### config.mk
export PLATFORM = sky130hd
export DESIGN_NAME = angle_moving_average_offset_unit
export DESIGN_NICKNAME = d
export VERILOG_FILES = /design/src/design/amao_pkg.sv /design/src/design/amao_window.sv /design/src/design/amao_mean.sv /design/src/design/amao_wrap.sv /design/src/design/angle_moving_average_offset_unit.sv
export SDC_FILE = /design/constraint.sdc
export NUM_CORES = 1
export LEC_CHECK = 0
export BUFFER_PORTS_ARGS = -buffer_cell sky130_fd_sc_hd__buf_4
export CORE_UTILIZATION = 60
export DETAILED_ROUTE_END_ITERATION = 7
export PLACE_DENSITY = 0.88
export SLEW_MARGIN = 20
export SYNTH_ARGS = -nofsm -noshare
export SYNTH_HDL_FRONTEND = slang
export SYNTH_SLANG_ARGS = --single-unit
### constraint.sdc
create_clock -name i_clk -period 5.8 [get_ports i_clk]
set_input_delay 0.29 -clock i_clk [delete_from_list [all_inputs] [get_ports i_clk]]
set_output_delay 0.29 -clock i_clk [all_outputs]
set_load 0.03 [all_outputs]
### src/design/amao_pkg.sv
// Package for the angle moving-average offset unit: field widths, register
// indexes, the configuration bundle and the running-sum width helper.
// No dependencies.
package amao_pkg;

    localparam int RAW_W      = 16;
    localparam int ANGLE_W    = 14;
    localparam int VAL_W      = 15;
    localparam int CFG_IDX_W  = 8;
    localparam int CFG_DATA_W = 16;

    localparam int WINDOW_DEFAULT = 8;
    localparam int WINDOW_MIN     = 1;
    localparam int WINDOW_MAX     = 64;

    // Largest value one window entry can hold.
    localparam int ENTRY_MAX = (1 << VAL_W) - 1;

    // Register indexes on the configuration port.
    localparam logic [CFG_IDX_W-1:0] CFG_REVERSE   = CFG_IDX_W'(0);
    localparam logic [CFG_IDX_W-1:0] CFG_FULLSCALE = CFG_IDX_W'(1);
    localparam logic [CFG_IDX_W-1:0] CFG_OFFSET    = CFG_IDX_W'(2);
    localparam logic [CFG_IDX_W-1:0] CFG_WRAP      = CFG_IDX_W'(3);

    localparam logic [VAL_W-1:0]   FULLSCALE_RESET = VAL_W'(16384);
    localparam logic [VAL_W-1:0]   WRAP_RESET      = VAL_W'(16384);

    typedef struct packed {
        logic               reverse_direction;
        logic [VAL_W-1:0]   full_scale;
        logic [ANGLE_W-1:0] angle_offset;
        logic [VAL_W-1:0]   wrap_modulo;
    } t_cfg;

    // Bits needed to hold the sum of a full window.
    function automatic int sum_width(input int window);
        return $clog2(window * ENTRY_MAX + 1);
    endfunction

endpackage

### src/design/amao_window.sv
// Sample window shift line and running sum for the angle unit.
// Depends on amao_pkg.
module amao_window #(
    parameter int WINDOW = amao_pkg::WINDOW_DEFAULT,
    localparam int SW    = amao_pkg::sum_width(WINDOW)
) (
    input  logic                          i_clk,
    input  logic                          i_rst_n,
    input  logic                          i_load,
    input  logic [amao_pkg::RAW_W-1:0]    i_raw_word,
    input  amao_pkg::t_cfg                i_cfg,
    output logic [SW-1:0]                 o_sum,
    output logic [amao_pkg::ANGLE_W-1:0]  o_angle
);

    logic [amao_pkg::VAL_W-1:0]   r_taps [WINDOW];
    logic [SW-1:0]                r_sum;
    logic [SW-1:0]                n_sum;
    logic [amao_pkg::ANGLE_W-1:0] r_angle;
    logic [amao_pkg::ANGLE_W-1:0] w_angle;
    logic [amao_pkg::VAL_W-1:0]   w_stored;

    assign w_angle = i_raw_word[amao_pkg::ANGLE_W-1:0];

    // Reversal wraps modulo 2^15 when the angle exceeds full scale.
    assign w_stored = i_cfg.reverse_direction
                    ? i_cfg.full_scale - amao_pkg::VAL_W'(w_angle)
                    : amao_pkg::VAL_W'(w_angle);

    assign n_sum = r_sum - SW'(r_taps[WINDOW-1]) + SW'(w_stored);

    always_ff @(posedge i_clk) begin
        if (!i_rst_n) begin
            r_sum <= '0;
            for (int k = 0; k < WINDOW; k++) begin
                r_taps[k] <= '0;
            end
        end else if (i_load) begin
            r_sum     <= n_sum;
            r_taps[0] <= w_stored;
            for (int k = 1; k < WINDOW; k++) begin
                r_taps[k] <= r_taps[k-1];
            end
        end
    end

    always_ff @(posedge i_clk) begin
        if (i_load) begin
            r_angle <= w_angle;
        end
    end

    assign o_sum   = r_sum;
    assign o_angle = r_angle;

endmodule

### src/design/amao_mean.sv
// Window mean by reciprocal multiply (exact truncated division by WINDOW).
// Depends on amao_pkg.
module amao_mean #(
    parameter int WINDOW = amao_pkg::WINDOW_DEFAULT,
    localparam int SW    = amao_pkg::sum_width(WINDOW)
) (
    input  logic                          i_clk,
    input  logic                          i_load,
    input  logic [SW-1:0]                 i_sum,
    input  logic [amao_pkg::ANGLE_W-1:0]  i_angle,
    output logic [amao_pkg::VAL_W-1:0]    o_mean,
    output logic [amao_pkg::ANGLE_W-1:0]  o_angle
);

    localparam int RecipL     = $clog2(WINDOW);
    localparam int RecipShift = SW + RecipL;
    localparam int PW         = 2 * SW + 1;
    // ceil(2^(SW+L) / WINDOW): exact floor division for any SW-bit sum
    localparam logic [SW:0] RecipM =
        (SW+1)'(((64'd1 << RecipShift) + 64'(WINDOW) - 64'd1) / 64'(WINDOW));

    logic [PW-1:0]                w_product;
    logic [amao_pkg::VAL_W-1:0]   r_mean;
    logic [amao_pkg::ANGLE_W-1:0] r_angle;

    assign w_product = PW'(i_sum) * PW'(RecipM);

    always_ff @(posedge i_clk) begin
        if (i_load) begin
            r_mean  <= w_product[RecipShift +: amao_pkg::VAL_W];
            r_angle <= i_angle;
        end
    end

    assign o_mean  = r_mean;
    assign o_angle = r_angle;

endmodule

### src/design/amao_wrap.sv
// Offset add and single wrap, into the result register.
// Depends on amao_pkg.
module amao_wrap (
    input  logic                          i_clk,
    input  logic                          i_load,
    input  logic [amao_pkg::VAL_W-1:0]    i_mean,
    input  logic [amao_pkg::ANGLE_W-1:0]  i_angle,
    input  amao_pkg::t_cfg                i_cfg,
    output logic [amao_pkg::ANGLE_W-1:0]  o_latest_angle,
    output logic [amao_pkg::VAL_W-1:0]    o_averaged_position
);

    logic [amao_pkg::VAL_W:0]     w_pos;
    logic [amao_pkg::VAL_W-1:0]   n_position;
    logic [amao_pkg::VAL_W-1:0]   r_position;
    logic [amao_pkg::ANGLE_W-1:0] r_angle;

    assign w_pos = (amao_pkg::VAL_W+1)'(i_mean) + (amao_pkg::VAL_W+1)'(i_cfg.angle_offset);

    always_comb begin
        n_position = w_pos[amao_pkg::VAL_W-1:0];
        if (w_pos > (amao_pkg::VAL_W+1)'(i_cfg.full_scale)) begin
            n_position = w_pos[amao_pkg::VAL_W-1:0] - i_cfg.wrap_modulo;
        end
    end

    always_ff @(posedge i_clk) begin
        if (i_load) begin
            r_position <= n_position;
            r_angle    <= i_angle;
        end
    end

    assign o_latest_angle      = r_angle;
    assign o_averaged_position = r_position;

endmodule

### src/design/angle_moving_average_offset_unit.sv
// Top level of the angle moving-average offset unit: config registers,
// three-stage valid/ready pipeline. Depends on amao_pkg, amao_window,
// amao_mean and amao_wrap.
//
//  channel   | direction | valid / ready          | payload
//  ----------+-----------+------------------------+--------------------------------------
//  input     | in        | i_in_valid / o_in_ready | i_raw_word[15:0]
//  result    | out       | o_out_valid / i_out_ready | o_latest_angle[13:0],
//            |           |                        | o_averaged_position[14:0]
//  config    | in        | i_cfg_valid / o_cfg_ready | i_cfg_index[7:0], i_cfg_data[15:0]
//
// One transfer per cycle sustained while the result side is ready. Three
// register stages (window/sum update, reciprocal multiply, offset and wrap)
// lie between an input transfer and its result.
// The running-sum register closes the only loop, so it sets the rate.
// Reset (synchronous, active low) clears the window, the sum, the pipeline
// valids and loads the register reset values; no clearing pass is needed.
// A stalled result holds the output register; bubbles ahead of it are
// squeezed out, so input ready drops only when all three stages are full.
// Config writes are always taken; indexes beyond the register list are ignored.
module angle_moving_average_offset_unit #(
    parameter int WINDOW = amao_pkg::WINDOW_DEFAULT
) (
    input  logic                              i_clk,
    input  logic                              i_rst_n,
    // input samples
    input  logic                              i_in_valid,
    output logic                              o_in_ready,
    input  logic [amao_pkg::RAW_W-1:0]        i_raw_word,
    // results
    output logic                              o_out_valid,
    input  logic                              i_out_ready,
    output logic [amao_pkg::ANGLE_W-1:0]      o_latest_angle,
    output logic [amao_pkg::VAL_W-1:0]        o_averaged_position,
    // configuration writes
    input  logic                              i_cfg_valid,
    output logic                              o_cfg_ready,
    input  logic [amao_pkg::CFG_IDX_W-1:0]    i_cfg_index,
    input  logic [amao_pkg::CFG_DATA_W-1:0]   i_cfg_data
);

    localparam int SW = amao_pkg::sum_width(WINDOW);
    localparam logic [SW-1:0] SumMax = SW'(WINDOW * amao_pkg::ENTRY_MAX);

    amao_pkg::t_cfg r_cfg;

    // Pipeline occupancy: r_v1 window/sum stage, r_v2 mean stage, r_vo result.
    logic r_v1;
    logic r_v2;
    logic r_vo;
    logic w_adv_out;
    logic w_adv2;
    logic w_adv1;
    logic w_in_xfer;
    logic w_cfg_xfer;

    logic [SW-1:0]                w_sum;
    logic [amao_pkg::ANGLE_W-1:0] w_angle1;
    logic [amao_pkg::VAL_W-1:0]   w_mean;
    logic [amao_pkg::ANGLE_W-1:0] w_angle2;

    // A stage may load when it is empty or its content moves on this cycle.
    assign w_adv_out = !r_vo || i_out_ready;
    assign w_adv2    = !r_v2 || w_adv_out;
    assign w_adv1    = !r_v1 || w_adv2;

    assign o_in_ready  = w_adv1;
    assign w_in_xfer   = i_in_valid && w_adv1;
    assign o_out_valid = r_vo;
    assign o_cfg_ready = 1'b1;
    assign w_cfg_xfer  = i_cfg_valid;

    // Configuration registers
    always_ff @(posedge i_clk) begin
        if (!i_rst_n) begin
            r_cfg.reverse_direction <= 1'b0;
            r_cfg.full_scale        <= amao_pkg::FULLSCALE_RESET;
            r_cfg.angle_offset      <= '0;
            r_cfg.wrap_modulo       <= amao_pkg::WRAP_RESET;
        end else if (w_cfg_xfer) begin
            unique case (i_cfg_index)
                amao_pkg::CFG_REVERSE: begin
                    r_cfg.reverse_direction <= i_cfg_data[0];
                end
                amao_pkg::CFG_FULLSCALE: begin
                    r_cfg.full_scale <= i_cfg_data[amao_pkg::VAL_W-1:0];
                end
                amao_pkg::CFG_OFFSET: begin
                    r_cfg.angle_offset <= i_cfg_data[amao_pkg::ANGLE_W-1:0];
                end
                amao_pkg::CFG_WRAP: begin
                    r_cfg.wrap_modulo <= i_cfg_data[amao_pkg::VAL_W-1:0];
                end
                default: begin
                end
            endcase
        end
    end

    // Stage valids
    always_ff @(posedge i_clk) begin
        if (!i_rst_n) begin
            r_v1 <= 1'b0;
            r_v2 <= 1'b0;
            r_vo <= 1'b0;
        end else begin
            if (w_adv1) begin
                r_v1 <= i_in_valid;
            end
            if (w_adv2) begin
                r_v2 <= r_v1;
            end
            if (w_adv_out) begin
                r_vo <= r_v2;
            end
        end
    end

    // Window update happens only on an input transfer, so the sum sees
    // each sample exactly once.
    amao_window #(
        .WINDOW (WINDOW)
    ) u_window (
        .i_clk      (i_clk),
        .i_rst_n    (i_rst_n),
        .i_load     (w_in_xfer),
        .i_raw_word (i_raw_word),
        .i_cfg      (r_cfg),
        .o_sum      (w_sum),
        .o_angle    (w_angle1)
    );

    amao_mean #(
        .WINDOW (WINDOW)
    ) u_mean (
        .i_clk   (i_clk),
        .i_load  (w_adv2 && r_v1),
        .i_sum   (w_sum),
        .i_angle (w_angle1),
        .o_mean  (w_mean),
        .o_angle (w_angle2)
    );

    amao_wrap u_wrap (
        .i_clk               (i_clk),
        .i_load              (w_adv_out && r_v2),
        .i_mean              (w_mean),
        .i_angle             (w_angle2),
        .i_cfg               (r_cfg),
        .o_latest_angle      (o_latest_angle),
        .o_averaged_position (o_averaged_position)
    );

`ifndef NO_ASSERTIONS
    // Running sum never exceeds a full window of maximal entries.
    a_sum_bound: assert property (@(posedge i_clk) disable iff (!i_rst_n)
        w_sum <= SumMax)
        else $error("running sum out of range");

    // An accepted sample occupies the first stage on the next cycle.
    a_in_lands: assert property (@(posedge i_clk) disable iff (!i_rst_n)
        w_in_xfer |=> r_v1)
        else $error("accepted sample lost at first stage");

    // A stalled result is never overwritten by the stage behind it.
    a_no_overrun: assert property (@(posedge i_clk) disable iff (!i_rst_n)
        (r_vo && !i_out_ready) |=> r_vo)
        else $error("pending result dropped");

    // With all stages full and the output stalled, no input is taken.
    a_full_stall: assert property (@(posedge i_clk) disable iff (!i_rst_n)
        (r_v1 && r_v2 && r_vo && !i_out_ready) |-> !o_in_ready)
        else $error("input taken while pipeline is full");
`endif

endmodule
After elaboration in Yosys (flattened, before gate mapping)
Memories as Yosys holds them, arrays and structs flattened.
Cells that the tools add are included.
- register bits after elaboration: 138
- memories: 1
- bits of input ports: 45
- word-level logic and storage cells: 59
- output and inout bits: 32
- memory bits (writable): 120
- mux-type cells: 14
- $lt $le $gt $ge: 1
- equal/unequal tests: 3
- bitwise operators: 8
- reduce and logical (&&, ||, !) cells: 14
- add/subtract/negate cells: 5
- memory list (memory ; words ; width ; read ports ; clocked after Yosys merged registers in ; write ports ; RTL line ; source):
    u_window.r_taps ; 8 ; 15 ; 8 ; 0 ; 8 ; amao_window.sv:16 ; logic [amao_pkg::VAL_W-1:0] r_taps [WINDOW];
- operators with widths (cell ; number):
    2-to-1 mux 15 bit ; 10
    adder 18 x 15 -> 18 bit ; 1
    subtractor 18 x 15 -> 18 bit ; 1
    adder 15 x 14 -> 16 bit ; 1
    equality test 8 x 2 -> 1 bit, second input constant ; 2
    greater-than comparator 16 x 15 -> 1 bit ; 1
    subtractor 15 x 14 -> 15 bit ; 1
    subtractor 15 bit ; 1
    equality test 8 x 1 -> 1 bit, second input constant ; 1
    logical NOT 8 bit ; 1
    OR 1 bit ; 8
    AND reduction 2 bit ; 4
    2-to-1 mux 1 bit ; 4
    logical AND 1 bit ; 3
    logical NOT 1 bit ; 3
    logical OR 1 bit ; 3

Logic depth before layout (Yosys ltp)
- depth after elaboration: 9
- depth in mapped cells: 20
- gate-level depth less buffers: 20

Modules after synthesis
Synthesis repeated with hierarchy kept, for this count alone.
- cell total of the unflattened synthesis: 1143
- area, all modules: 13092.6 µm²
- by module, submodules not included (module ; cells an instance ; area each (µm²) ; times used):
    amao_window ; 635 ; 7572.3 ; 1
    amao_wrap ; 297 ; 2770.2 ; 1
    angle_moving_average_offset_unit ; 182 ; 1879.3 ; 1
    amao_mean ; 29 ; 870.8 ; 1

Worst setup path after synthesis
Ideal clock, no wire load.
- path type: register -> register
- start: register r_vo, in the netlist o_out_valid
- end: memory u_window.r_taps[0][0] (netlist bit) (enable)
- path buffers: 1
- arrival: 3625 ps
- slack: 1108 ps
- required time: 4733 ps
- cell stages (with the launch flop): 6
- cells stage by stage: dfxtp_1 -> nor2b_1 -> nand3_1 -> nand2_1 -> clkbuf_1 -> nand2_1
- RTL lines (element ; RTL line ; source):
    start, declared ; angle_moving_average_offset_unit.sv:50 ; logic r_vo;
    start signal, assigned ; angle_moving_average_offset_unit.sv:114 ; r_vo <= r_v2;
    end, declared ; amao_window.sv:16 ;

Worst setup path after layout
- start: register r_cfg[29] (netlist bit)
- end: register u_window.r_sum[17], in the netlist u_window.o_sum[17]
- word-level cells in the longest chain between the ends: 3
- ends and longest elaborated chain (element ; RTL line ; source):
    start, declared ; angle_moving_average_offset_unit.sv:45 ; amao_pkg::t_cfg r_cfg;
    subtractor 15 x 14 -> 15 bit ; amao_window.sv:27 ; ? i_cfg.full_scale - amao_pkg::VAL_W'(w_angle)
    2-to-1 mux 15 bit ; amao_window.sv:27 ;
    adder 18 x 15 -> 18 bit ; amao_window.sv:30 ; assign n_sum = r_sum - SW'(r_taps[WINDOW-1]) + SW'(w_stored);
    end signal, assigned ; amao_window.sv:39 ; r_sum <= n_sum;
    end, declared ; amao_window.sv:17 ; logic [SW-1:0] r_sum;
No other way between the ends.
A chain may end at the register's enable or synchronous reset.

==> impl_results.md <==
- Status: finished clean
- Worst hold slack: 0.009106 ns
- Crit path max fanout: 5
- Die H: 148.2 µm
- Fin. Hold Viols: 0
- Synth top area cells: edfxtp_1, dfxtp_1, ha_1
- Syn Inst Count: 1090
- Initial antenna violation count: 0
- Critical Path RT: 6.25 ns
- Arr. time, crit path: 5.35 ns
- ANT cells: 0
- Rel. slew slack: 0.2776
- Setup_tns: 0 ns
- CTS tree: done
- Final Slew Violations: 0
- FF+latch area: 7087 µm²
- Leak: 6.526 nW
- Clock sink total: 258
- Final Critical Period: 4.906 ns
- Clock Tree Buf Depth: 3
- Slew @ Worst Pin: 1.080 ns
- Total CTS buffers: 26
- Post-route core utilization: 0.6991
- Peak supply drop: 0.0002392 V
- First-pass GRT wire length: 42780 µm
- FF-to-FF Start: r_cfg[29]
- Slowest stage cell, crit path: fa_1
- Mean Syn Cell Area: 11.76 µm²
- Synthesized flop and latch total: 258
- Crit path cell chain: inv_1 -> ha_1 -> inv_1 -> fa_1 -> a21o_1 -> a21oi_1 -> o21ba_2 -> o21ai_1 -> a41oi_1 -> mux2_2 -> fa_1 -> inv_1 -> ha_1 -> a21o_1 -> a21oi_1 -> o21bai_1 -> nor3_1 -> o21ai_1 -> a21o_1 -> a21oi_1
- Design area: 14650 µm²
- Clk root buf: clkbuf_16
- Synthesized net count: 1228
- Total grt overflow: 0
- Critical path class: register to register
- Register area share after synthesis: 0.5529
- Core outline area: 20960 µm²
- Commonest cells post-synth: edfxtp_1, and3_1, nor2_1
- # rows: 53
- Clock slew at the register clock pins of the worst setup and hold paths: 0.06 ns
- Share of cells above drive strength 1: 0.1152
- Initial cell density of the core: 0.6117
- Final worst path period share: 0.8459
- # Max-Cap Violations: 0
- Buf+Inv Stages, Crit Path: 3
- Total GRT Usage: 0.2486
- Cts repair resizes: 0
- DR WL/cell: 18.14 µm
- CP startpoint: r_cfg[29]
- Placed cell areas: 13590 µm²
- IO Port Bufs: 72
- Worst min path class: input pin to register
- Achievable frequency: 0.2038 GHz
- Critical Path Source Type: register
- HP Start: i_cfg_data[14]
- CTS H-tree lvls: 1
- Vias in the first global route: 8594
- Worst Skew: 0.01853 ns
- Clk_lat worst skew: 0.53 ns
- Asr flop ratio synth: 0
- Area Overhead vs Synth: 14.29%
- Unique masters post-synth: 67
- Width of the die: 148.2 µm
- Final #Nets: 1307
- DPL Wire Length: 17310 µm
- Post-synth top area cell: edfxtp_1
- Number of flops mapped to enable cells by yosys: 192
- Multi-input logic area: 5255 µm²
- Final-report setup violation count: 0
- Die area: 21950 µm²
- Main synth FF type: edfxtp_1
- Slowest stage delay, CP: 0.54 ns
- Post-synthesis cell area: 12820 µm²
- Number of I/O pins: 77
- RSZ-0062 raised after global routing: no
- Share of the synthesized area in the top cell type: 0.4498
- Starting DRT DRC Count: 678
- Post-DRT Antenna Nets: 0
- Vias: 8534
- Drt total wl: 26550 µm
- Final GP Congestion: 0.8763
- Most common cell in the netlist: edfxtp_1
- Largest net degree at the start of global routing: 121
- CP delay by family, top: compound AO/OA/AOI/OAI gates
- DR pass1 iterations: 6
- Via density: 5.829
- Fill cells: 1416
- # DRC: 0
- PD cells: 352.5 nW/µm²
- CP Capture Type: register
- Synth warnings: 0
-- path summary, 6_finish.rpt --
kind	slack, ns	cells after the start	endpoint
max	0.89	20	u_window.o_sum[17]
min	0.009	3	r_cfg[14]
max reg2reg	0.89	20	u_window.o_sum[17]
min reg2reg	0.42	0	u_mean.o_angle[11]
-- cells by family (layout without fill, tap and decap cells) --
kind of cell / after synthesis / count (layout) / share of synthesized area
AND/OR/NAND/NOR: 333 / 333 / 0.1380
flip-flops: 258 / 258 / 0.5529
AO/OA/AOI/OAI: 180 / 180 / 0.09362
buffers and inverters: 124 / 223 / 0.03817
adder cells (fa/ha/maj): 93 / 93 / 0.1013
multiplexers: 61 / 61 / 0.04832
XOR/XNOR: 40 / 40 / 0.02733
other: 1 / 1 / 0.0002926
-- worst reg2reg max path: stages, from the launching register on --
cell,delay [ns]
dfxtp_1,0.34
inv_1,0.09
ha_1,0.18
inv_1,0.06
fa_1,0.39
a21o_1,0.18
a21oi_1,0.27
o21ba_2,0.23
o21ai_1,0.13
a41oi_1,0.25
mux2_2,0.39
fa_1,0.54
inv_1,0.04
ha_1,0.35
a21o_1,0.19
a21oi_1,0.26
o21bai_1,0.16
nor3_1,0.28
o21ai_1,0.13
a21o_1,0.21
a21oi_1,0.15
-- metrics by stage --
step                      total power [mW]  std cells  worst slack, ns
after floorplan                      3.098       1090            1.108
after global placement               3.295       1402            1.234
after detailed placement             3.360       1402            1.076
after CTS                            5.170       1464           0.9368
after global routing                 5.383       1464           0.6488
final                                5.164       1464           0.8936
-- flip-flops by register name, indices dropped and copies added, names as in the netlist --
signal,count
o_out_valid,1
r_cfg,45
r_v1,1
r_v2,1
u_mean.o_angle,14
u_mean.o_mean,15
u_window.o_angle,14
u_window.o_sum,18
u_window.r_taps,120
u_wrap.o_averaged_position,15
u_wrap.o_latest_angle,14
-- report_power, final --
group,switching [mW],internal [mW]
Clock,0.711,1.07
Sequential,0.0847,2.15
Combinational,0.664,0.486
-- layer usage --
metal	wire length [µm]	GRT usage	vias to the layer above
met5	0	0	-
met4	792	0.08299	0
met3	1421	0.03712	67
met2	13240	0.4322	268
met1	11100	0.3187	4136
li1	-	-	4063
-- what timing repair did --
| item | CTS | global route |
|---|---|---|
| endpoints found under the hold margin | 14 | 0 |
| hold buffers | 14 | 0 |
| setup buffers | 0 | 0 |
-- cell type report --
cell class,instances,area share
Timing Repair Buffer,93,0.05005
Multi-Input combinational cell,708,0.3587
Clock inverter,18,0.01392
Clock buffer,30,0.04903
Tap cell,275,0.02349
Inverter,82,0.02101
Sequential cell,258,0.4838
-- cells in the final DEF, fill, tap and decap left out, types with 9 or more instances in the layout --
master | Yosys | final
xor2_1 | 16 | 16
buf_4 | 2 | 79
o21a_1 | 14 | 14
nor2b_1 | 11 | 10
nor3_1 | 10 | 10
clkbuf_16 | 0 | 28
dlygate4sd3_1 | 0 | 14
ha_1 | 75 | 75
inv_1 | 82 | 80
nand2_1 | 50 | 49
dfxtp_1 | 66 | 66
mux2i_1 | 54 | 54
edfxtp_1 | 192 | 192
fa_1 | 18 | 18
nand3_1 | 16 | 16
o21ai_1 | 23 | 23
a21o_1 | 28 | 28
xnor2_1 | 24 | 24
a211oi_1 | 9 | 9
nand2b_1 | 11 | 11
a21oi_1 | 43 | 43
and3_1 | 84 | 84
o21ai_0 | 17 | 17
nor2_1 | 83 | 83
and2_1 | 40 | 40
Note: power is estimated with default switching activity, not from simulation.
